**src/aoi_pkg.sv**
```systemverilog
// Shared constants, types and helper functions for the linear octree index block.
`timescale 1ns / 1ps
`default_nettype none

package aoi_pkg;

    // Deepest tree the datapath is built for
    localparam int MAX_LEVELS = 8;

    // Fixed field widths
    localparam int COORD_W = 32;
    localparam int LVL_W   = 4;
    localparam int IDX_W   = 25;

    // Corner coordinates: lo x/y/z at 0..2, hi x/y/z at 3..5
    localparam int NAXIS  = 3;
    localparam int NCOORD = 2 * NAXIS;

    // Morton code width and the width of the index sum before masking
    localparam int CODE_W = 3 * MAX_LEVELS;
    localparam int SUM_W  = (CODE_W + 1 > IDX_W) ? CODE_W + 1 : IDX_W;

    // Configuration register indexes
    localparam int CFG_IDX_W = 3;
    typedef enum logic [CFG_IDX_W-1:0] {
        REG_ORIGIN_X    = 3'd0,
        REG_ORIGIN_Y    = 3'd1,
        REG_ORIGIN_Z    = 3'd2,
        REG_INV_CELL_X  = 3'd3,
        REG_INV_CELL_Y  = 3'd4,
        REG_INV_CELL_Z  = 3'd5,
        REG_TREE_LEVELS = 3'd6
    } cfg_reg_t;

    typedef logic [NCOORD-1:0][COORD_W-1:0] coords_t;

    // Volume setup as seen by the datapath
    typedef struct packed {
        logic [NAXIS-1:0][COORD_W-1:0] origin;
        logic [NAXIS-1:0][COORD_W-1:0] inv_cell;
        logic [LVL_W-1:0]              levels;   // already limited to 1..MAX_LEVELS
    } cfg_t;

    // Offsets from the origin, with a below-origin mark per coordinate
    typedef struct packed {
        logic [NCOORD-1:0]              neg;
        logic [NCOORD-1:0][COORD_W-1:0] off;
    } offset_t;

    // Upper half of each scaled offset, i.e. the unclamped cell
    typedef struct packed {
        logic [NCOORD-1:0]              neg;
        logic [NCOORD-1:0][COORD_W-1:0] cell_raw;
    } scaled_t;

    // Interleaved corner code and the enclosing level
    typedef struct packed {
        logic [CODE_W-1:0] m_lo;
        logic [LVL_W-1:0]  up;
        logic [LVL_W-1:0]  levels;
        logic              outside;
    } coded_t;

    // Number of nodes above depth d: (8^d - 1) / 7
    function automatic logic [SUM_W-1:0] tree_base(input logic [LVL_W-1:0] depth);
        logic [SUM_W-1:0] acc;
        logic [SUM_W-1:0] one;
        acc = '0;
        one = SUM_W'(1);
        for (int k = 0; k < MAX_LEVELS; k++)
        begin
            if (LVL_W'(k) < depth)
            begin
                acc = acc + (one << (3 * k));
            end
        end
        return acc;
    endfunction

endpackage

`default_nettype wire

```
**src/aoi_encode.sv**
```systemverilog
// Clamp stage: limit cells to the grid, interleave into Morton codes, find the enclosing level.
`timescale 1ns / 1ps
`default_nettype none

module aoi_encode (
    input  wire logic             clk,
    input  wire logic             rst_n,
    input  wire aoi_pkg::cfg_t    cfg,
    input  wire logic             in_valid,
    output logic                  in_ready,
    input  wire aoi_pkg::scaled_t in_data,
    output logic                  out_valid,
    input  wire logic             out_ready,
    output aoi_pkg::coded_t       out_data
);

    logic                                             cod_valid_reg;
    aoi_pkg::coded_t                                  cod_reg;
    aoi_pkg::coded_t                                  cod_next;
    logic [aoi_pkg::COORD_W-1:0]                      max_cell;
    logic [aoi_pkg::NCOORD-1:0][aoi_pkg::MAX_LEVELS-1:0] cell_pos;
    logic [aoi_pkg::NCOORD-1:0]                       clamped;
    logic [aoi_pkg::CODE_W-1:0]                       m_lo;
    logic [aoi_pkg::CODE_W-1:0]                       m_hi;
    logic [aoi_pkg::CODE_W-1:0]                       m_diff;
    logic [aoi_pkg::LVL_W-1:0]                        up;

    assign in_ready = !cod_valid_reg || out_ready;

    // Largest cell on each axis
    assign max_cell = (aoi_pkg::COORD_W'(1) << cfg.levels) - aoi_pkg::COORD_W'(1);

    // Clamp each coordinate into 0..max_cell
    always_comb
    begin
        for (int c = 0; c < aoi_pkg::NCOORD; c++)
        begin
            if (in_data.neg[c])
            begin
                cell_pos[c] = '0;
                clamped[c]  = 1'b1;
            end
            else if (in_data.cell_raw[c] > max_cell)
            begin
                cell_pos[c] = max_cell[aoi_pkg::MAX_LEVELS-1:0];
                clamped[c]  = 1'b1;
            end
            else
            begin
                cell_pos[c] = in_data.cell_raw[c][aoi_pkg::MAX_LEVELS-1:0];
                clamped[c]  = 1'b0;
            end
        end
    end

    // Interleave: x in bit 0, y in bit 1, z in bit 2 of each group
    always_comb
    begin
        for (int i = 0; i < aoi_pkg::MAX_LEVELS; i++)
        begin
            for (int a = 0; a < aoi_pkg::NAXIS; a++)
            begin
                m_lo[3*i+a] = cell_pos[a][i];
                m_hi[3*i+a] = cell_pos[aoi_pkg::NAXIS+a][i];
            end
        end
    end

    // Highest differing group sets how many levels to climb
    assign m_diff = m_lo ^ m_hi;
    always_comb
    begin
        up = '0;
        for (int i = 0; i < aoi_pkg::MAX_LEVELS; i++)
        begin
            if (|m_diff[3*i +: 3])
            begin
                up = aoi_pkg::LVL_W'(i + 1);
            end
        end
    end

    assign cod_next.m_lo    = m_lo;
    assign cod_next.up      = up;
    assign cod_next.levels  = cfg.levels;
    assign cod_next.outside = |clamped;

    always_ff @(posedge clk or negedge rst_n)
    begin
        if (!rst_n)
        begin
            cod_valid_reg <= 1'b0;
        end
        else if (in_ready)
        begin
            cod_valid_reg <= in_valid;
        end
    end

    always_ff @(posedge clk)
    begin
        if (in_ready && in_valid)
        begin
            cod_reg <= cod_next;
        end
    end

    assign out_valid = cod_valid_reg;
    assign out_data  = cod_reg;

endmodule

`default_nettype wire

```
**config.mk**
```make
export PLATFORM = sky130hd
export DESIGN_NAME = aoi_encode
export DESIGN_NICKNAME = d
export VERILOG_FILES = /design/src/aoi_pkg.sv /design/src/aoi_encode.sv
export SDC_FILE = /design/constraint.sdc
export NUM_CORES = 1
export LEC_CHECK = 0
export BUFFER_PORTS_ARGS = -buffer_cell sky130_fd_sc_hd__buf_2
export CAP_MARGIN = 5
export CORE_AREA = 5 5 167 169
export CTS_BUF_LIST = sky130_fd_sc_hd__clkbuf_4
export DETAILED_ROUTE_END_ITERATION = 8
export DIE_AREA = 0 0 172 174
export PLACE_DENSITY = 0.59
export SYNTH_ARGS = -nofsm -noshare
export SYNTH_HDL_FRONTEND = slang
export SYNTH_SLANG_ARGS = --single-unit
```
**constraint.sdc**
```tcl
create_clock -name clk -period 2.4 [get_ports clk]
set_input_delay 0.72 -clock clk [delete_from_list [all_inputs] [get_ports clk]]
set_output_delay 0.72 -clock clk [all_outputs]
set_load 0.05 [all_outputs]
```
==> reports/qor.yml <==
synthesis:
  synth.area.top_cells: "ha_1, edfxtp_1, a21oi_1, nand4_1, nor2_1"
  ys_ff_latch: 34
  synth_common_cells: "ha_1, a21oi_1, nor2_1, nand2_1, nand4_1"
  synth.cell_area_um2: 6790
  synth_area_leader_cell: "ha_1"
  ys_seq_area_share_pct: 15.0
  syn_avg_cell_area_um2: 8.62
  synth_top_area_share_pct: 35.8
  synthCells: 787
  synth-async-reset-ratio_pct: 2.94
  ys_warn_count: 0
  yosys.cell_count.top_type: "ha_1"
  synth_edf_count: 33
  synth_ff_type: "edfxtp_1"
  synth_cell_types: 62
clock_tree:
  cts_sinks: 34
  cts.path.max_buffers: 2
  tritoncts: "done"
  path_clk_slew_ns: 0.12
  cts_root_buffer: "clkbuf_4"
  clk_latency_ns: 0.36
  h-tree-depth: 2
  cts_made_buffers: 5
worst_setup_path:
  reg2reg_depth: 3
  worst-r2r-setup-slack_ns: 1.04
  cp-end-kind: "flop"
  worstPathArrival_ns: 5.06
  startpoint_type: "primary input"
  worstPathMaxFanout: 7
  critPathKind: "primary input to flop"
  reg2reg_to: "out_data[14]"
  r2r-start: "out_valid"
  cp.required_ns: 2.54
placed_design:
  gp_congestion: 0.885
  place_hpwl_um: 26800
  io_buffers: 240
power_and_ir_drop:
  ir_worst_vdd_uv: 339
  power_w: 0.00332
  power_density_nw_per_um2: 305
  power.leakage_nw: 5.21
sta:
  hold_viol: 0
  timing.final.max_slew_violations: 0
  maxSlewHeadroom_pct: 61.4
  fmax_ghz: 0.203
  fin_ws_ns: -2.52
  min_period_ns: 4.92
  period_share_pct: 205
  holdWs_ns: 0.123
  skew_ns: 0.0137
  finalSetupViolCount: 29
  rsz0062_at_grt: "yes"
  tightestPinTransition_ns: 0.574
route:
  drt_pass1_iterations: 5
  drcViolationCount: 0
  vias: 7937
  routed_wl_um: 30700
  routedWlPerCell_um: 19.2
  routed_via_density: 4.98
  antenna_left: 0
  drt_iter0_markers: 398
grt:
  antenna_found_initial: 13
  track_usage_pct: 19.2
  grt-ovfl-total: 0
  grt_pass1_wl_um: 44000
  grt_max_degree: 34
  grt_pass1_vias: 7749
finish:
  n_fill_cell: 2675
  fin_nets: 1844
  drive_above_1_share_pct: 44.8
  area_growth_pct: 60.5
  final-seq-area_um2: 1020
  multi_input_area_um2: 6440
floorplan:
  core-area_um2: 26400
  rows: 60
  start_util_pct: 25.7
  die_height_um: 174
  ios: 433
  die_w_um: 172
  die-area_um2: 29900
job:
  maxCapViolations: 0
hold_path:
  hp-class: "primary input to asynchronous set/reset pin"
outcome:
  status: "complete, but fails checks"
  violations: "setup timing"
-- cells by family after synthesis --
kind of cell / synth area share [%]
fa+ha+maj: 35.8
buf+inv: 3.10
flops: 15.0
simple gates: 18.9
mux: 3.39
compound gates: 20.9
xor+xnor: 2.97
other cells: 0.0553
-- worst max-delay path: stages --
cell and delay [ns]:
buf_6 0.09, or2_4 0.26, or3_4 0.35, ha_4 0.20, or2_4 0.26, o21ai_2 0.11, a22o_1 0.18, a21oi_4 0.12
ha_4 0.29, nand4_1 0.11, or4_4 0.45, a21o_1 0.18, a31oi_2 0.23, o21ai_4 0.11, mux2_4 0.34, xnor2_2 0.14
or4b_4 0.51, a22o_1 0.21, a31o_1 0.17
-- metal layers --
layer / part of all wire, % / vias up / track usage, %
met5: 0.50 / - / 0
met4: 0.97 / 26 / 2.46
met3: 10 / 39 / 5.12
met2: 43 / 333 / 30.2
met1: 46 / 3592 / 26.9
li1: - / 3947 / -
-- metrics by stage --
stage | setup TNS (ns) | setup slack (ns) | util [%] | area, um2 | std cells
after floorplan | -58.61 | -3.00 | - | 7150 | 828
after global placement | -67.22 | -3.16 | 37.6 | 9950 | 1557
after detailed placement | -68.63 | -3.21 | 37.6 | 9950 | 1557
after CTS | -50.81 | -2.51 | 39.1 | 10300 | 1572
after global routing | -54.56 | -2.65 | 41.2 | 10900 | 1594
final | -51.07 | -2.52 | 41.2 | 10900 | 1595
-- final cells by class --
type / count / area share, %
clock inverters: 2 / 0.0804
diodes: 1 / 0.0230
inverters: 40 / 1.48
flip-flops and latches: 34 / 9.33
multi-input cells: 738 / 59.1
repair buffers: 433 / 25.6
clock buffers: 6 / 0.414
well taps: 341 / 3.92
-- registers in the layout (all words and copies together), names as in the netlist --
signal / flops
out_data: 33
out_valid: 1
-- cell usage in the layout (no fill, tap or decap), types with 10 or more instances in the layout --
| cell type | n |
|---|---|
| buf_6 | 25 |
| edfxtp_1 | 33 |
| buf_2 | 238 |
| buf_4 | 165 |
| xor2_1 | 10 |
| mux2i_1 | 16 |
| xnor2_1 | 11 |
| nand2_1 | 39 |
| nand4_1 | 41 |
| a21oi_2 | 10 |
| nor2b_1 | 18 |
| a211oi_1 | 13 |
| o21ai_0 | 13 |
| nor2_1 | 49 |
| a21oi_1 | 75 |
| ha_1 | 179 |
| conb_1 | 42 |
| a21o_1 | 21 |
| inv_1 | 29 |
| ha_4 | 15 |
| o21a_1 | 10 |
| o211ai_1 | 10 |
| nand3_1 | 23 |
-- report_power, final --
group | total (W) | internal, W | switching (W)
combinational | 0.00226 | 0.00104 | 0.00122
sequential | 0.000723 | 0.000712 | 0.0000110
clock | 0.000339 | 0.000121 | 0.000218
-- what timing repair did --
item / CTS / global route
gates cloned: 0 / 0
gates resized for setup: 48 / 84
hold buffers: 0 / 0
pin swaps: 24 / 31
buffers inserted: 7 / 23
setup endpoints to repair: 29 / 29
-- worst max-delay path by stage --
stage                start          end
floorplan           cfg[3]  out_data[5]
global placement    cfg[3]  out_data[5]
detailed placement  cfg[2]  out_data[5]
CTS                 cfg[3]  out_data[5]
global route        cfg[3]  out_data[6]
finish              cfg[3]  out_data[5]
Power figures use the tool's default switching activity.
