File: config.mk
export PLATFORM = sky130hd
export DESIGN_NAME = aoi_index_flat
export DESIGN_NICKNAME = d
export VERILOG_FILES = /design/src/aoi_pkg.sv /design/src/aoi_if.sv /design/src/aoi_index.sv /design/src/flat_wrapper.sv
export SDC_FILE = /design/constraint.sdc
export NUM_CORES = 1
export LEC_CHECK = 0
export BUFFER_PORTS_ARGS = -buffer_cell sky130_fd_sc_hd__buf_2
export CORE_MARGIN = 5
export CORE_UTILIZATION = 45
export DETAILED_ROUTE_END_ITERATION = 10
export HOLD_SLACK_MARGIN = 0.05
export MAX_ROUTING_LAYER = met4
export PLACE_DENSITY = 0.77
export SKIP_LAST_GASP = 1
export SLEW_MARGIN = 0
export SYNTH_ARGS = -nofsm -noshare
export SYNTH_HDL_FRONTEND = slang
export SYNTH_SLANG_ARGS = --single-unit
File: constraint.sdc
create_clock -name clk -period 1.98 [get_ports clk]
set_clock_uncertainty 0.1 [all_clocks]
set_input_delay 0.495 -clock clk [delete_from_list [all_inputs] [get_ports clk]]
set_output_delay 0.495 -clock clk [all_outputs]
set_load 0.02 [all_outputs]
File: src/aoi_pkg.sv
// Shared constants, types and helper functions for the linear octree index block.
`timescale 1ns / 1ps
`default_nettype none

package aoi_pkg;

    // Deepest tree the datapath is built for
    localparam int MAX_LEVELS = 8;

    // Fixed field widths
    localparam int COORD_W = 32;
    localparam int LVL_W   = 4;
    localparam int IDX_W   = 25;

    // Corner coordinates: lo x/y/z at 0..2, hi x/y/z at 3..5
    localparam int NAXIS  = 3;
    localparam int NCOORD = 2 * NAXIS;

    // Morton code width and the width of the index sum before masking
    localparam int CODE_W = 3 * MAX_LEVELS;
    localparam int SUM_W  = (CODE_W + 1 > IDX_W) ? CODE_W + 1 : IDX_W;

    // Configuration register indexes
    localparam int CFG_IDX_W = 3;
    typedef enum logic [CFG_IDX_W-1:0] {
        REG_ORIGIN_X    = 3'd0,
        REG_ORIGIN_Y    = 3'd1,
        REG_ORIGIN_Z    = 3'd2,
        REG_INV_CELL_X  = 3'd3,
        REG_INV_CELL_Y  = 3'd4,
        REG_INV_CELL_Z  = 3'd5,
        REG_TREE_LEVELS = 3'd6
    } cfg_reg_t;

    typedef logic [NCOORD-1:0][COORD_W-1:0] coords_t;

    // Volume setup as seen by the datapath
    typedef struct packed {
        logic [NAXIS-1:0][COORD_W-1:0] origin;
        logic [NAXIS-1:0][COORD_W-1:0] inv_cell;
        logic [LVL_W-1:0]              levels;   // already limited to 1..MAX_LEVELS
    } cfg_t;

    // Offsets from the origin, with a below-origin mark per coordinate
    typedef struct packed {
        logic [NCOORD-1:0]              neg;
        logic [NCOORD-1:0][COORD_W-1:0] off;
    } offset_t;

    // Upper half of each scaled offset, i.e. the unclamped cell
    typedef struct packed {
        logic [NCOORD-1:0]              neg;
        logic [NCOORD-1:0][COORD_W-1:0] cell_raw;
    } scaled_t;

    // Interleaved corner code and the enclosing level
    typedef struct packed {
        logic [CODE_W-1:0] m_lo;
        logic [LVL_W-1:0]  up;
        logic [LVL_W-1:0]  levels;
        logic              outside;
    } coded_t;

    // Number of nodes above depth d: (8^d - 1) / 7
    function automatic logic [SUM_W-1:0] tree_base(input logic [LVL_W-1:0] depth);
        logic [SUM_W-1:0] acc;
        logic [SUM_W-1:0] one;
        acc = '0;
        one = SUM_W'(1);
        for (int k = 0; k < MAX_LEVELS; k++)
        begin
            if (LVL_W'(k) < depth)
            begin
                acc = acc + (one << (3 * k));
            end
        end
        return acc;
    endfunction

endpackage

`default_nettype wire

File: src/aoi_if.sv
// Stream interfaces for box words in and node words out.
`timescale 1ns / 1ps
`default_nettype none


interface aoi_node_if;
    logic                        valid;
    logic                        ready;
    logic [aoi_pkg::IDX_W-1:0]   node_index;
    logic [aoi_pkg::LVL_W-1:0]   node_depth;
    logic                        outside;

    modport source (output valid, node_index, node_depth, outside, input ready);
    modport sink   (input valid, node_index, node_depth, outside, output ready);
endinterface

`default_nettype wire

File: src/aoi_index.sv
// Index stage: node depth and linear index, held in the output register.
`timescale 1ns / 1ps
`default_nettype none

module aoi_index (
    input  wire logic            clk,
    input  wire logic            rst_n,
    input  wire logic            in_valid,
    output logic                 in_ready,
    input  wire aoi_pkg::coded_t in_data,
    aoi_node_if.source           node
);

    logic                        res_valid_reg;
    logic [aoi_pkg::IDX_W-1:0]   index_reg;
    logic [aoi_pkg::IDX_W-1:0]   index_next;
    logic [aoi_pkg::LVL_W-1:0]   depth_reg;
    logic [aoi_pkg::LVL_W-1:0]   depth_next;
    logic                        outside_reg;
    logic [aoi_pkg::LVL_W+1:0]   shift;
    logic [aoi_pkg::CODE_W-1:0]  node_code;
    logic [aoi_pkg::SUM_W-1:0]   sum;

    assign in_ready = !res_valid_reg || node.ready;

    // Depth of the enclosing node and its code at that depth
    assign depth_next = in_data.levels - in_data.up;
    assign shift      = {2'b00, in_data.up} + {1'b0, in_data.up, 1'b0};
    assign node_code  = in_data.m_lo >> shift;

    // Add the count of all nodes above this depth
    assign sum = aoi_pkg::tree_base(depth_next)
               + {{(aoi_pkg::SUM_W - aoi_pkg::CODE_W){1'b0}}, node_code};
    assign index_next = sum[aoi_pkg::IDX_W-1:0];

    always_ff @(posedge clk or negedge rst_n)
    begin
        if (!rst_n)
        begin
            res_valid_reg <= 1'b0;
        end
        else if (in_ready)
        begin
            res_valid_reg <= in_valid;
        end
    end

    always_ff @(posedge clk)
    begin
        if (in_ready && in_valid)
        begin
            index_reg   <= index_next;
            depth_reg   <= depth_next;
            outside_reg <= in_data.outside;
        end
    end

    assign node.valid      = res_valid_reg;
    assign node.node_index = index_reg;
    assign node.node_depth = depth_reg;
    assign node.outside    = outside_reg;

endmodule

`default_nettype wire

File: src/flat_wrapper.sv
// flat-port wrapper written by rule: the top's interface ports become plain ports
module aoi_index_flat 
  (clk, rst_n, in_valid, in_ready, in_data, node_valid, node_node_index, node_node_depth, node_outside, node_ready);
  aoi_node_if node_i ();
  input  wire logic clk;
  input  wire logic rst_n;
  input  wire logic in_valid;
  output logic in_ready;
  input  wire aoi_pkg::coded_t in_data;
  output wire logic [$bits(node_i.valid)-1:0] node_valid;
  output wire logic [$bits(node_i.node_index)-1:0] node_node_index;
  output wire logic [$bits(node_i.node_depth)-1:0] node_node_depth;
  output wire logic [$bits(node_i.outside)-1:0] node_outside;
  input wire logic [$bits(node_i.ready)-1:0] node_ready;
  assign node_valid = node_i.valid;
  assign node_node_index = node_i.node_index;
  assign node_node_depth = node_i.node_depth;
  assign node_outside = node_i.outside;
  assign node_i.ready = node_ready;
  aoi_index u_core (.clk(clk), .rst_n(rst_n), .in_valid(in_valid), .in_ready(in_ready), .in_data(in_data), .node(node_i));
endmodule
==> results of run 1 <==
## layout make-up
cell class              instances  area, µm²
multi-input cells             290       2868
inverters                      18      72.57
flip-flops and latches         31      925.9
clock inverters                 3      15.01
repair inverters                1      8.758
repair buffers                228       1630
fillers                       542       1971
well taps                     102      127.6
clock buffers                   5      68.82
## what timing repair did
item / CTS / global route
pin swaps: 24 / 11
hold buffers: 1 / 0
gates resized for setup: 58 / 33
gates cloned: 1 / 0
hold endpoints to repair: 1 / 0
buffers inserted: 12 / 11
setup endpoints to repair: 27 / 25
## routing by layer
layer	vias to the layer above	routed length, µm	GRT usage
met1	1840	4653	0.2870
met4	0	540	0.1197
met5	-	0	-
met3	55	858	0.02265
li1	1795	-	-
met2	212	6428	0.4318
## path summary, 6_finish.rpt
check                                       start                    endpoint  cells after the start
worst max-delay path                   in_data[6]  u_core.node.node_index[20]                     14
worst min-delay path                   in_data[0]         u_core.node.outside                      1
worst max register to register  u_core.node.valid   u_core.node.node_index[2]                      2
worst min register to register  u_core.node.valid           u_core.node.valid                      2
max in group asynchronous                   rst_n           u_core.node.valid                      2
min in group asynchronous                   rst_n           u_core.node.valid                      2
## logic make-up (layout without fill, tap and decap cells)
group | Yosys count | count (layout) | synth area share
simple gates | 128 | 128 | 0.1816
xor+xnor | 24 | 24 | 0.06135
flops | 31 | 31 | 0.2609
mux | 48 | 48 | 0.2211
buf+inv | 34 | 255 | 0.05677
fa+ha+maj | 19 | 19 | 0.07123
compound gates | 71 | 71 | 0.1470
## worst max-delay path, stage by stage
cell and delay [ps]:
sky130_fd_sc_hd__buf_8 110, sky130_fd_sc_hd__ha_4 160, sky130_fd_sc_hd__fa_2 380, sky130_fd_sc_hd__xor2_4 200, sky130_fd_sc_hd__mux4_2 530, sky130_fd_sc_hd__mux2_4 290, sky130_fd_sc_hd__o211a_4 270, sky130_fd_sc_hd__or2_4 270
sky130_fd_sc_hd__ha_4 170, sky130_fd_sc_hd__a31o_4 250, sky130_fd_sc_hd__a311o_1 340, sky130_fd_sc_hd__a31oi_1 140, sky130_fd_sc_hd__nor2_1 70, sky130_fd_sc_hd__xnor2_1 130
## layout by cell type, fill, tap and decap left out, drive strengths merged, types with 3 or more instances in the layout
cell type	count
or3	5
a2bb2oi	3
o21a	5
nand3	10
a221oi	3
nand2b	8
a21o	4
a21oi	15
nor3	8
and3	5
mux4	22
or2	4
xor2	6
inv	17
nor4	7
xnor2	18
nand2	40
clkbuf	5
nor2b	5
o311ai	3
mux2i	9
mux2	17
and2	5
a31oi	6
nor2	24
buf	227
ha	17
o21ai	12
edfxtp	30
clkinv	5
a31o	3
## power breakdown
part	internal, mW	leakage (nW)	switching, mW
registers	0.833	0.300	0.0143
clock network	0.240	0.0477	0.249
logic	1.28	2.15	1.24
==> impl_summary.md, run 1 <==
Logic synthesis
The mapped netlist covers 0.003548 mm². The flip-flop cell with the highest count after synthesis is sky130_fd_sc_hd__edfxtp_1. The register area share after synthesis is 0.2609.

The post-synth net total is 411. The post-synthesis register bit count is 31. Yosys printed 0 warnings.

Counting distinct cell types in the post-synthesis netlist gives 67. The count of flip-flops with a built-in enable after synthesis is 30. The mean instance size in the synthesized netlist is 9.996 µm². Synthesis produced about 360 cells. The async set or reset register ratio after synthesis is 0.03226. Ranked by total cell area, the synthesized netlist is headed by sky130_fd_sc_hd__edfxtp_1 25%, sky130_fd_sc_hd__mux4_2 13%, sky130_fd_sc_hd__ha_1 6.0%.

By instance count, the leading cell after synthesis is sky130_fd_sc_hd__nand2_1. sky130_fd_sc_hd__edfxtp_1 takes more of the synthesized area than any other cell. Ranked by instance count, the synthesized netlist is headed by 40 x sky130_fd_sc_hd__nand2_1, 30 x sky130_fd_sc_hd__edfxtp_1, 22 x sky130_fd_sc_hd__nor2_1.

The proportion of netlist area held by the largest area contributor is 0.2539.

Critical path
In this run the worst path has a maximum fanout of 3. The worst setup path is launched from an input port. The critical path endpoint category is a flop. The required time of the critical path is roughly 1900 ps. The reg2reg setup slack is 420 ps. The start-to-end type of the worst setup path is in -> reg. The arrival time at the worst endpoint is approximately 3800 ps.

STA
The share of the clock period used by the worst path is 1.948. The slew at the pin closest to its max-slew limit is 673.0 ps. Static timing analysis puts the maximum clock frequency at about 260 MHz. Setup repair after global routing could not meet its margin everywhere.

On the final layout, the worst hold slack is 280.0 ps. After layout, the worst setup slack is -1876 ps. The count of endpoints failing setup in the final report is 25. After layout, the minimum clock period comes to about 3900 ps.

The relative slew slack is 0.5513. The final count of hold timing violations is 0. In the final timing run, aggregate negative setup slack is -40,520 ps.

The total count of max-transition violations in the final report is 0.

Finish
The fraction of the core area covered by cells at the end of the flow is 0.7437. The area growth from synthesis to final layout is 61.11%. The net count of the finished layout is between 600 and 700. The fraction of final layout cells sized beyond drive strength 1 is 0.5972.

The number of diodes added for antenna fixing is 0. The number of flip-flops under the largest register name is 25. Once layout is done, the placed cells without fillers occupy 0.005717 mm². Excluding fillers, the count of instances in the completed layout stands at a little under 700.

Flow run
Max-cap violations in this run came to 0.

Power
VDD sags by at most 318.0 µV. The total power consumption of the routed design is a little under 4 mW. The cell leakage power is between 2 and 2.5 nW. The power density relative to cell area is 674.7 mW/mm².

Worst hold path
The path class of the tightest hold or removal check is in -> reg.

Clocking
TritonCTS built the clock tree. The number of buffers created by CTS is 5. The H-tree was split into 2 levels. Clock-pin slew was measured on the worst setup and hold paths at 70 ps. The maximum number of buffers from clock root to sink is 2.

The CTS sink count is 31. The source-to-sink clock delay at the later pin of the worst-skew pair is 290 ps. The cell sitting at the root of the clock tree is a sky130_fd_sc_hd__clkbuf_8.

Global route
The initial antenna violation count is 0. The via count of the first global-routing pass is 4,011. The largest net degree at the start of global routing is 31. The first global-routing pass estimated 19,210 µm of wire.

In the global route stage, overall resource usage came out at 0.2484. Summed over all layers, the global routing overflow is 0.

Placed design
OpenSTA, run right after detailed placement, puts the worst setup slack at -2318 ps. The placed instance count is 647. The area of placed instances is between 0.005 and 0.006 mm². The congestion estimate from routability-driven global placement came to 0.9678. The total of buffers placed on input and output ports is 68. The post-DP HPWL is just under 9000 µm.

Route
In this run the remaining antenna-violating nets after routing total 0. After detailed routing, the number of vias per cell comes to 5.755. The via count is approximately 4,000. For this run, design rule violations remaining after detail routing come to 0. The pre-antenna-repair detailed-routing pass consisted of 5 iterations.

The final layout contains routed wiring with a total length of 12,480 µm. The DRC marker count from the first detailed-route iteration is roughly 220. After detailed routing, the average wire length per cell comes to roughly 18 µm.

Die
The initial utilization of the core area, before any placement, comes to 0.4616. The overall die area is slightly below 0.01 mm². The width of the die is slightly below 100 µm. The vertical extent of the die is about 99 µm. The cell row count is 32. The number of placed I/O pins is 69. The placeable core region is 0.007687 mm².

Run status
The run finished, with violations left. The final reports fail on setup timing.
No activity file was read; power rests on OpenSTA's default activity.
==> run 2: changes to the inputs <==
Settings changed: CAP_MARGIN set to 15, TNS_END_PERCENT set to 5.
==> impl_summary.md, run 2 (synthesis gave the netlist of run 1 again) <==
Route
For this block, the routed nets add up to between 10,000 and 15,000 µm of wire. The final routed wire length divided by cell count is 17.40 µm. The remaining routing DRC violations is 0. The DRC marker count from the first detailed-route iteration is 160. The count of nets left with antenna violations after detail routing is 0. The detailed-routing iteration count for the pre-antenna-repair pass is 5. The final route contains 3,771 vias. The number of vias per cell after detailed routing is 5.654.

Die
Measured along the y axis, the die boundary spans 98.80 µm. The core region is around 0.0077 mm². 69 I/O pins were placed. The overall die area is 0.009761 mm². The cell row count is 32. For this configuration, the core starts out at a cell density of 0.4616. The die is 98.80 µm wide.

Clocking
The H-tree generated during clock tree synthesis spans 2 levels. The clock reaches the later pin of the worst-skew pair after 280 ps. The clock-pin slew of the registers on the worst-case setup and hold paths is 60 ps. The maximum number of buffers from clock root to sink is 2. The number of buffers created by CTS is 5. Clock tree synthesis selected as its root buffer the cell sky130_fd_sc_hd__clkbuf_8. TritonCTS built the clock tree. For this design, the sink count on the clock tree is 31.

STA
The count of endpoints failing setup in the final report is 25. The relative slew slack is 0.7046. Setup repair after global routing could not meet its margin everywhere. The total count of max-transition violations in the final report is 0. In the finished design, the share of the clock period the worst path needs comes to 1.943. The final count of hold timing violations is 0.

Hold is met by 291.6 ps. The fmax is around 260 MHz. The routed design could run at a clock period as short as 3847 ps. The setup slack after layout is -1867 ps.

At the pin with the least slew margin, the transition time is around 430 ps.

Critical path
The critical path is of the in -> reg type. The largest fanout on the critical path is 3. For the worst setup path, the data required time is 1910 ps.

STA classifies the critical path endpoint as a flop. The category of the worst setup path launch point is an input port. Data on the critical path arrives at its endpoint at 3780 ps.

Global route
The via count of the first global-routing pass was 3,890. The initial antenna violation count came to 0. For this run the aggregate overflow at the end of global routing stands at 0. The largest net degree at the start of global routing is 31. In the global route stage, overall resource usage came out at 0.2430. The first-pass GRT wire length is 18,580 µm.

Placed design
After detailed placement, the total cell area comes to between 0.005 and 0.006 mm². The final weighted congestion in routability-driven placement is 0.9521. The post-DP HPWL is roughly 9300 µm. The worst slack at placement is -2372 ps. Input and output buffers added on the ports amount to between 60 and 70.

Finish
Once layout is complete, the utilization of the core stands at 0.6966. The commonest non-fill, non-tap cell in the layout is sky130_fd_sc_hd__buf_4. Of the cells placed in the final design, the portion with a size suffix greater than 1 is 0.5381.

The net count of the finished layout is 620. The finished cells cover between 0.005 and 0.006 mm². The register with the most flip-flops in the layout has 25 of them.

The number of diodes added for antenna fixing is 0. The library cells used most frequently in the layout, excluding fill and tap cells, are 145 x sky130_fd_sc_hd__buf_4, 67 x sky130_fd_sc_hd__buf_2, 39 x sky130_fd_sc_hd__nand2_1. The area growth from synthesis to final layout is 50.92%. The final-layout fill cell count is 606.

Run status
The checks that failed: setup timing. The flow ran to the end, but the final reports show violations.

Worst hold path
The path class of the lowest-slack min-delay path is in -> reg.

Flow run
Across the run, the number of max-cap violations was 0.

Power
The maximum vdd ir drop is 290.4 µV. The cell leakage power is 2.342 nW. In this run the power density over the cells is 667.3 mW/mm².
## run 2: cell types whose count changed in the layout (fill, tap and decap cells not counted), moves of 3 or more
cell,delta
sky130_fd_sc_hd__buf_6,-13
sky130_fd_sc_hd__nand2_1,+4
sky130_fd_sc_hd__nand2_2,-3
sky130_fd_sc_hd__xnor2_2,-6
sky130_fd_sc_hd__xnor2_1,+6
## run 2: critical path, cell delays in order
cell                      delay, ps
sky130_fd_sc_hd__buf_2          130
sky130_fd_sc_hd__ha_4           170
sky130_fd_sc_hd__fa_2           390
sky130_fd_sc_hd__xor2_4         200
sky130_fd_sc_hd__mux4_2         520
sky130_fd_sc_hd__mux2_4         290
sky130_fd_sc_hd__o211a_1        270
sky130_fd_sc_hd__or2_4          260
sky130_fd_sc_hd__ha_4           160
sky130_fd_sc_hd__a31o_4         230
sky130_fd_sc_hd__a311o_1        320
sky130_fd_sc_hd__a31oi_1        140
sky130_fd_sc_hd__nor2_1          80
sky130_fd_sc_hd__xnor2_1        130
## run 2: metal layers
layer	vias up	track usage	wire (µm)
met4	0	0.1040	377
met1	1813	0.2693	4493
met5	-	-	0
met3	35	0.03255	630
met2	159	0.4344	6101
li1	1764	-	-
## run 2: layout make-up
type                            instances  area (µm²)  area share
Clock inverter                          1       5.005   0.0009346
Inverter                               18       72.57     0.01355
Clock buffer                            7       86.33     0.01612
Timing Repair Buffer                  217        1514      0.2827
Multi-Input combinational cell        290        2619      0.4890
Tap cell                              102       127.6     0.02383
Timing Repair inverter                  1       5.005   0.0009346
Sequential cell                        31       925.9      0.1729
## run 2: metrics by stage
step / setup TNS (ps) / total power, mW / cells
finish: -40310 / 3.574 / 667
global route: -43160 / 3.768 / 667
CTS: -39210 / 3.513 / 667
detailed placement: -51970 / 2.911 / 652
global placement: -49400 / 2.853 / 652
floorplan: -44110 / 1.986 / 355
## run 2: repair_timing
| action | CTS | global route |
|---|---|---|
| endpoints found under the hold margin | 1 | 0 |
| setup buffers | 5 | 0 |
| resized for setup | 28 | 9 |
| endpoints found under the setup margin | 27 | 26 |
| gates cloned | 1 | 0 |
| pin swaps | 8 | 1 |
| hold buffers | 1 | 0 |
## run 2: final timing paths
check,startpoint,to,slack [ps],depth (start not counted)
max in group asynchronous,rst_n,u_core.node.valid,1250,2
min,in_data[0],u_core.node.outside,290,1
max reg2reg,u_core.node.valid,u_core.node.node_index[2],670,3
min reg2reg,u_core.node.valid,u_core.node.valid,470,2
min in group asynchronous,rst_n,u_core.node.valid,440,2
max,in_data[5],u_core.node.node_index[20],-1870,14
## run 2: power breakdown
group          internal (mW)  switching, mW  total [mW]
clock network          0.280          0.225       0.505
logic                   1.13           1.10        2.22
registers              0.832         0.0152       0.848
==> run 3: changes to the inputs <==
Settings changed: ABC_AREA set to 1.
==> impl_summary.md, run 3 <==
Clocking
Clock latency on the worst-skew pair, taken at its later pin, is 280 ps. Counting along the longest clock path gives a buffer depth of 2. The H-tree was split into 2 levels. Counting every sink on the clock net gives 31. TritonCTS built the clock tree. The clock-pin slew of the registers on the worst-case setup and hold paths is 60 ps. The tree is rooted in a sky130_fd_sc_hd__clkbuf_8. In this run, CTS created clock tree buffers numbering 5.

Critical path
The start-to-end type of the worst setup path is in -> reg. The reg2reg setup slack is approximately 750 ps. The category of the worst setup path launch point is an input port.

The arrival time at the worst endpoint is 3220 ps. In this run the worst path has a maximum fanout of 8. The number of cells on the worst reg-to-reg path is 2. The critical path endpoint category is a flop. Counting stages on the worst path, the most repeated cell is sky130_fd_sc_hd__nand2_1. Data on the critical path is required at its endpoint by 1900 ps.

The buffering stage count on the worst path with inverters included is 5. In this design, the stage delay of the slowest critical-path cell is 520 ps. Walking the worst path, the cells encountered are buf_8 -> ha_4 -> fa_2 -> buf_12 -> inv_4 -> nand3_1 -> nor2_1 -> inv_1 -> a22oi_1 -> ha_1 -> inv_2 -> nor2_4 -> a21oi_2 -> nand2_4 -> nand2_2 -> nand2_1 -> nand2_1 -> nand2_1. The start of the worst register-to-register path is u_core.node.valid. Grouping stages by cell kind, the critical path spends the most delay in adder cells.

The largest individual stage delay along the critical path comes from the cell sky130_fd_sc_hd__fa_2. The reg-to-reg endpoint is u_core.node.node_index[3].

Die
The width of the die is approximately 99 µm. The overall die area is 0.009891 mm². 69 I/O pins were placed. The initial cell density of the core is 0.4636.

The cell row count is 32. The placeable core region is 0.007767 mm². The die is 99.46 µm tall.

Route
The number of vias per cell after detailed routing is 5.277. The first detailed-routing pass ran for 7 iterations. The remaining routing DRC violations is 0. The count of nets left with antenna violations after detail routing is 0. The wire length reported by the detailed router is 12,580 µm. The final routed wire length divided by cell count is approximately 15 µm. The via count is 4,538. The DRC marker count from the first detailed-route iteration is about 230.

STA
Summed over all failing endpoints, the final setup total negative slack is -28,060 ps. The minimum period implied by the final worst setup slack is about 3300 ps. Timing would allow up to 303.6 MHz. The total count of max-transition violations in the final report was 0. Once routing completed, OpenROAD measured the worst setup slack at -1314 ps. The final count of hold timing violations is 0. Setup violations remaining at the end of the flow were counted as 25. The relative slew slack is 0.7641. Setup repair after global routing could not meet its margin everywhere. The slew at the pin closest to its max-slew limit is 353.3 ps. Of the available clock period, the critical path in the final layout requires 1.663.

Placed design
The total of buffers placed on input and output ports is 68. The post-DP HPWL is 9998 µm. Once placement completed, the tool counted placed cells totaling ~840.

At the end of routability-driven placement, the weighted congestion stood at approximately 0.98.

Finish
The number of diodes added for antenna fixing is 0. The fraction of the core area covered by cells at the end of the flow is 0.7218. From synthesis to final layout, the design area changed by 55.70%. In the final layout, flip-flops and latches occupy 925.9 µm². The number of flip-flops under the largest register name is 25. The fraction of final layout cells sized beyond drive strength 1 is 0.4340. The final-layout fill cell count is ~680. Summing all multi-input logic gate instances after layout gives 0.002689 mm². The count of cells in the finished layout, fillers not included, comes to 860. The net count of the finished layout is between 800 and 900. Leaving out fill and tap cells, the most frequent cell in the layout is sky130_fd_sc_hd__nand2_1. In the layout the commonest cells are 147 x sky130_fd_sc_hd__nand2_1, 135 x sky130_fd_sc_hd__buf_4, 103 x sky130_fd_sc_hd__nand3_1.

Global route
Entering global routing, the biggest net connects 31 pins. The total overflow left after global routing is 0. The first global-routing pass estimated 20,490 µm of wire. The initial antenna violation count is 0. The via count of the first global-routing pass is 4,476.

The global router's overall resource usage is 0.2601.

Run status
The flow ran to the end, but the final reports show violations. The final reports fail on setup timing.

Logic synthesis
Among all flip-flop cells after synthesis, the most frequent one is sky130_fd_sc_hd__edfxtp_1. Yosys instantiated no cell more often than sky130_fd_sc_hd__nand2_1. The count of flip-flops with a built-in enable after synthesis is 30.

The mean instance size in the synthesized netlist is 6.523 µm². After synthesis, the most frequently instantiated cells are 168 x sky130_fd_sc_hd__nand2_1, 120 x sky130_fd_sc_hd__nand3_1, 53 x sky130_fd_sc_hd__inv_1. The synthesized netlist occupies a cell area of approximately 0.0036 mm². The number of nets in the synthesized netlist is 608. Summed over all instances, the cell type with the most area after synthesis is sky130_fd_sc_hd__edfxtp_1. By area the synthesized netlist is led by sky130_fd_sc_hd__edfxtp_1 25%, sky130_fd_sc_hd__nand2_1 18%, sky130_fd_sc_hd__nand3_1 17%.

The number of library cell types mapped by synthesis is 41. After synthesis, the share of flip-flops with an asynchronous set or reset is 0.03226. For this run, the number of Yosys warnings is 0. The post-synthesis register bit count is 31. The number of instances in the synthesized netlist is 552. The proportion of netlist area held by the largest area contributor is 0.2502. Of the synthesized area, sequential elements account for 0.2571.

Power
The maximum vdd ir drop is 358.7 µV. Power spread over the standard cell area amounts to 676.8 mW/mm². For this design the static power due to leakage is about 2.8 nW. After layout, the design draws a total of 3.795 mW.

Flow run
The total of max-cap violations is 0.

Worst hold path
The worst hold path begins at in_data[0]. For hold timing, the worst endpoint is u_core.node.outside. Along the worst hold path, the cell count comes to 1. The min-delay analysis places its worst path in the category in -> reg.
[run 3: timing repair]
action	CTS	global route
setup buffers	8	5
hold buffers	1	0
resized for setup	76	27
endpoints found under the setup margin	25	25
pin swaps	37	26
gates cloned	2	0
hold endpoints to repair	1	0
[run 3: per-stage QoR]
step / instance area (µm²) / setup slack [ps] / hold WS (ps)
finish: 5607 / -1314 / 292.4
global route: 5607 / -1375 / 280.8
CTS: 5458 / -1151 / 290.7
detailed placement: 5014 / -1652 / 173.8
global placement: 5014 / -1600 / 169.9
floorplan: 3652 / -1271 / 99.41
[run 3: worst max path at each step]
stage	start	endpoint	cells after the start
after detailed placement	in_data[6]	u_core.node.node_index[22]	21
after global placement	in_data[6]	u_core.node.node_index[19]	19
after global routing	in_data[6]	u_core.node.node_index[17]	18
final	in_data[6]	u_core.node.node_index[15]	18
after CTS	in_data[6]	u_core.node.node_index[16]	21
after floorplan	in_data[5]	u_core.node.node_index[12]	20
[run 3: cells by family after synthesis]
group / Yosys count / synth area share
XOR/XNOR: 16 / 0.04413
AND/OR/NAND/NOR: 363 / 0.4618
flip-flops: 31 / 0.2571
AO/OA/AOI/OAI: 46 / 0.07679
adder cells (fa/ha/maj): 19 / 0.07019
buffers and inverters: 77 / 0.08999
[run 3: power breakdown]
group          leakage [nW]  switching (mW)  internal (mW)  total (mW)
clock network        0.0482           0.245          0.280       0.525
logic                  2.47            1.31           1.09        2.40
registers             0.301          0.0199          0.848       0.868
[run 3: layout make-up]
class | count | share of cell area
Clock inverter | 1 | 0.0008927
Sequential cell | 31 | 0.1651
Inverter | 61 | 0.04173
Multi-Input combinational cell | 444 | 0.4796
Timing Repair inverter | 1 | 0.001116
Timing Repair Buffer | 213 | 0.2734
Tap cell | 102 | 0.02276
Clock buffer | 7 | 0.01540
[run 3: layer usage]
metal	track usage	routed length [µm]	vias up
li1	-	-	2253
met1	0.2843	4866	2073
met3	0.02595	655	29
met4	0.07668	306	0
met2	0.4938	6755	183
met5	-	0	-
